==> src/sv/dofr_pkg.sv <==
package dofr_pkg;

	localparam int MAX_FRAMES  = 8;
	localparam int FRAME_BYTES = 1024;
	localparam int SLOT_COUNT  = MAX_FRAMES + 2;
	localparam int SLOT_W      = $clog2(SLOT_COUNT);
	localparam int OFS_W       = $clog2(FRAME_BYTES);
	localparam int LEN_W       = OFS_W + 1;
	localparam int QIDX_W      = (MAX_FRAMES > 1) ? $clog2(MAX_FRAMES) : 1;
	localparam int QCNT_W      = $clog2(MAX_FRAMES + 1);
	localparam int MEM_DEPTH   = SLOT_COUNT * FRAME_BYTES;
	localparam int ADDR_W      = $clog2(MEM_DEPTH);

	typedef enum logic [1:0] {
		ACT_PUSH  = 2'd0,
		ACT_START = 2'd1,
		ACT_PULL  = 2'd2,
		ACT_CLEAR = 2'd3
	} action_t;

	typedef enum logic [2:0] {
		ST_STORED  = 3'd0,
		ST_DROPPED = 3'd1,
		ST_TRUNC   = 3'd2,
		ST_GRANT   = 3'd3,
		ST_REFUSE  = 3'd4,
		ST_BYTE    = 3'd5,
		ST_NOREAD  = 3'd6
	} status_t;

	typedef enum logic [1:0] {
		CS_IDLE,
		CS_READ,
		CS_OUT
	} ctrl_state_t;

	typedef struct packed {
		logic [1:0]  action;
		logic [7:0]  data_byte;
		logic        frame_end;
		logic [15:0] read_len;
		logic [15:0] buffer_capacity;
	} in_item_t;

	typedef struct packed {
		logic [2:0] status;
		logic [7:0] sample_out;
		logic       is_padding;
		logic       last_of_frame;
	} out_item_t;

	// controller to datapath
	typedef struct packed {
		logic exec;     // run the captured item's state update
		logic rd_cap;   // capture memory read data into the result
	} dp_cmd_t;

	// datapath to controller
	typedef struct packed {
		logic need_rd;  // item needs a memory read cycle
		logic no_out;   // item gives no result
	} dp_stat_t;

endpackage

==> src/sv/dofr_ctrl.sv <==
module dofr_ctrl (
	input  logic                  clk,
	input  logic                  arst_n,
	input  logic                  in_valid,
	output logic                  in_ready,
	output logic                  out_valid,
	input  logic                  out_ready,
	input  dofr_pkg::dp_stat_t    stat,
	output dofr_pkg::dp_cmd_t     cmd
);
	dofr_pkg::ctrl_state_t state_q, state_d;

	always_ff @(posedge clk or negedge arst_n) begin
		if (!arst_n) state_q <= dofr_pkg::CS_IDLE;
		else         state_q <= state_d;
	end

	// one item at a time: accept, optional memory read, hold result
	always_comb begin
		state_d   = state_q;
		in_ready  = 1'b0;
		out_valid = 1'b0;
		cmd       = '0;
		unique case (state_q)
			dofr_pkg::CS_IDLE: begin
				in_ready = 1'b1;
				if (in_valid) begin
					cmd.exec = 1'b1;
					if (stat.need_rd)      state_d = dofr_pkg::CS_READ;
					else if (!stat.no_out) state_d = dofr_pkg::CS_OUT;
				end
			end
			dofr_pkg::CS_READ: begin
				cmd.rd_cap = 1'b1;
				state_d    = dofr_pkg::CS_OUT;
			end
			dofr_pkg::CS_OUT: begin
				out_valid = 1'b1;
				if (out_ready) state_d = dofr_pkg::CS_IDLE;
			end
			default: state_d = dofr_pkg::CS_IDLE;
		endcase
	end
endmodule

==> config.mk <==
export PLATFORM = sky130hd
export DESIGN_NAME = dofr_ctrl
export DESIGN_NICKNAME = d
export VERILOG_FILES = /design/src/sv/dofr_pkg.sv /design/src/sv/dofr_ctrl.sv
export SDC_FILE = /design/constraint.sdc
export NUM_CORES = 1
export LEC_CHECK = 0
export CORE_AREA = 2 2 39 41
export CTS_CLUSTER_DIAMETER = 100
export CTS_CLUSTER_SIZE = 14
export DETAILED_ROUTE_END_ITERATION = 10
export DIE_AREA = 0 0 41 43
export DONT_BUFFER_PORTS = 1
export SKIP_LAST_GASP = 1
export SYNTH_ARGS = -nofsm -noshare
export SYNTH_HDL_FRONTEND = slang
export SYNTH_SLANG_ARGS = --single-unit
==> constraint.sdc <==
create_clock -name clk -period 0.95 [get_ports clk]
set_input_delay 0.19 -clock clk [delete_from_list [all_inputs] [get_ports clk]]
set_output_delay 0.19 -clock clk [all_outputs]
set_load 0.005 [all_outputs]
Word level (Yosys, flattened, before mapping)

Cells that the tools add are included.

Flip-flop bits (word level): 2
Bits of input ports: 6
Output and inout bits: 4

Eq/ne operators: 5
Mux-type cells: 10
Reductions and logical operators: 2

Operators with widths:

| operator             | count |
|---|---|
| $mux W2              | 4 |
| $pmux W2 S3          | 1 |
| $mux W1              | 5 |
| $ne A2 B2 Y1 const B | 2 |
| $ne A3 B3 Y1 const B | 1 |
| $reduce_and A3 Y1    | 1 |
| $eq A2 B1 Y1 const B | 1 |
| $eq A2 B2 Y1 const B | 1 |
| $logic_not A2 Y1     | 1 |

Logic depth before layout (Yosys ltp)

Depth in word-level cells: 4
Depth in mapped cells: 2
Gate-level depth less buffers: 2

Least setup slack after synthesis

OpenSTA, ideal clock, no wires.

Path type: register -> output
Start point: register state_q[0]
End point: output port cmd[1] (netlist bit)
Arrival: 0.726 ns
Required time: 0.760 ns
Setup slack: 0.034 ns
Cell stages (with the launch flop): 3
Path buffers: 0
Path through: dfrtp_1 > nor2_2 > and2_2

RTL lines:

| item                   | line            | source |
|---|---|---|
| start, declared        | dofr_ctrl.sv:11 | `dofr_pkg::ctrl_state_t state_q, state_d;` |
| start signal, assigned | dofr_ctrl.sv:14 | `if (!arst_n) state_q <= dofr_pkg::CS_IDLE;` |
| start signal, assigned | dofr_ctrl.sv:15 | `else state_q <= state_d;` |
| end, declared          | dofr_ctrl.sv:9  | `output dofr_pkg::dp_cmd_t cmd` |

==> results.md <==
* Number of global-route vias before repair at 103
* TritonCTS clock tree: done
* Worst-skew pair later-pin latency at 0.22 ns
* IO Port Bufs at 0
* Clk pwr share at 33.8%
* P_int at 379 µW
* Biggest regs: state_q x2
* DRT iter0 DRCs at 1
* Final Max Tran Viols at 0
* Outcome: finished, violations left
* RSZ-0062 raised after global routing: true
* Post-synthesis xor/xnor area fraction at 0%
* Max Cap Viol at 0
* Reg clk slew, reported paths at 0.03 ns
* Hold endpoint: state_q[0]
* Global route overflow at 0
* Maximum vdd drop at 0.739 mV
* FILL cells at 157
* Final hold vios at 0
* Area occupied by multi-input gates at 63.8 µm²
* Fin area at 189 µm²
* Critical path endpoint category: primary output
* Core area at 1380 µm²
* Crit-path max FO at 4
* Worst hold-check path type: input pin to flip-flop
* WL final at 274 µm
* Syn Inst Count at 10
* Mapped cell area at 109 µm²
* Top Family by Delay on Critical Path: flip-flops
* Final setup vio count at 4
* CTS Sinks at 2
* I/O Pins at 10
* R2r endpoint: state_q[1]
* Routability cong. at 0.517
* Die Span Y at 43 µm
* Post-synthesis simple-gate area fraction at 39.1%
* Clock Tree Root: clkbuf_4
* Crit-path cells: nor2_4, and2_2
* R2R setup slack at 0.07 ns
* H-tree depth at 1
* Power Density at 2890 nW/µm²
* FP Rows at 14
* Critical Path Start Type: flip-flop
* Die width at 41 µm
* GRT Total Usage at 4.42%
* Min-delay src: stat[1]
* Sw Ratio at 30.7%
* Slowest cell delay on critical path at 0.41 ns
* FF-to-FF Start: state_q[0]
* Leakage at 0.0826 nW
* Via density at 3.03
* Yosys synthesis warning count at 0
* Synth cell types at 8
* Number of diodes at 0
* Synth Area in Adders at 0%
* Initial antenna violation count at 0
* Via count at 100
* First-pass GRT wire length at 420 µm
* Initial Util at 7.87%
* Drt wl/cell at 8.30 µm
* Sequential share of power at 27.7%
* Fin worst setup slack at -0.170 ns
* Final antenna-violating net count at 0
* Fmax at 893 MHz
* NumNets Final at 25
* Synth Area in Compound Gates at 14.9%
* Max reg flops at 2
* Drt drc at 0
* Hold Path Depth at 1
* CP Data Required Time at 0.76 ns
* FF/Latch Area at 50.0 µm²
* Synth Register Bits at 2
* Worst EP arrival at 0.93 ns
* Worst r2r path cells at 3
* Largest net degree at the start of global routing at 5
* Switching power at 167 µW
* Cell area after placement at 144 µm²
* Part of the cycle the worst path needs at 118%
* Seq/Total Area, Yosys at 46.0%
* Worst Tran Pin Value at 0.168 ns
* Die area at 1760 µm²
* Logic pwr share at 38.5%
* Failing checks: negative setup slack
* Top reg by flops: state_q
* Hpwl dp at 198 µm
* Share of layout cells above drive strength 1 at 58.8%
* Buf/Inv on CP at 0
* Clock skew at 0.00113 ns
* Setup CP Type: flip-flop to primary output
* Drt first pass iters at 2
* Syn nets at 16
* Largest family of logic cells by synthesized area: simple AND/OR/NAND/NOR gates
* Clock tree buffer depth at 2
* Slew HR at 88.8%
* CP max-delay cell: dfrtp_1
* Mux contribution to synthesized area at 0%
* Fin Hold WS at 0.145 ns
* Area delta synth->final at 73.6%
* Min cycle time layout at 1.12 ns
* Num CTS Buffers at 3
* Syn avg cell area at 10.9 µm²
-- power by group through the flow --
stage                     registers, mW  logic [mW]  clock network (mW)
after floorplan                   0.140       0.105                   0
after global placement            0.140       0.163                   0
after detailed placement          0.142       0.169                   0
after CTS                         0.151       0.182               0.200
after global routing              0.155       0.231               0.211
final                             0.151       0.210               0.185
-- cell families (layout without fill, tap and decap cells) --
group	count (synthesis)	after routing
compound gates	2	2
flops	2	2
simple gates	6	6
buf+inv	0	7
-- Yosys cell counts, drive strengths merged --
cell type,count,area (µm²)
and2,1,7.51
o21a,1,7.51
and3,1,7.51
nor2b,2,12.5
or3b,1,8.76
nor2,1,6.26
dfrtp,2,50.1
a21oi,1,8.76
-- cell usage in the layout, fill, tap and decap left out --
cell / instances
a21oi_2: 1
and2_2: 1
and3_2: 1
buf_4: 3
clkbuf_4: 3
dfrtp_1: 2
dlygate4sd3_1: 1
nor2_4: 1
nor2b_1: 2
o21a_1: 1
or3b_1: 1
-- layer usage --
layer | vias up | GRT usage (%) | part of all wire (%)
li1 | 50 | - | -
met1 | 40 | 3.86 | 38
met2 | 10 | 3.44 | 30
met3 | 0 | 6.28 | 32
met4 | 0 | 6.00 | 0
met5 | - | 0 | 0
-- area by class of cell --
type,count,area share (%)
multi-input cells,8,33.8
flip-flops and latches,2,26.5
repair buffers,4,17.2
clock buffers,3,11.9
well taps,16,10.6
-- worst max-delay path by stage --
stage	end	cells past startpoint	slack, ns	start
3_5_place_dp	cmd[1]	2	0.02	state_q[1]
4_1_cts	cmd[1]	2	-0.20	state_q[1]
5_1_grt	out_valid	2	-0.23	state_q[0]
3_3_place_gp	cmd[1]	2	0.04	state_q[1]
2_1_floorplan	cmd[1]	2	0.03	state_q[0]
6_report	cmd[1]	2	-0.17	state_q[1]
-- metrics by stage --
| stage | util [%] | setup WS (ns) | power (mW) | TNS, ns | cells |
|---|---|---|---|---|---|
| after floorplan | - | 0.0343 | 0.245 | 0 | 10 |
| after global placement | 10.4 | 0.0441 | 0.303 | 0 | 28 |
| after detailed placement | 10.4 | 0.0167 | 0.311 | 0 | 28 |
| after CTS | 13.1 | -0.195 | 0.533 | -0.673 | 32 |
| after global routing | 13.7 | -0.231 | 0.598 | -0.825 | 33 |
| final | 13.7 | -0.170 | 0.546 | -0.599 | 33 |
-- what timing repair did --
item                                    in CTS  in global routing
setup buffers                                0                  1
gates resized for setup                      1                  0
hold endpoints to repair                     2                  0
hold buffers                                 1                  0
endpoints found under the setup margin       4                  4
Power figures use the tool's default switching activity.
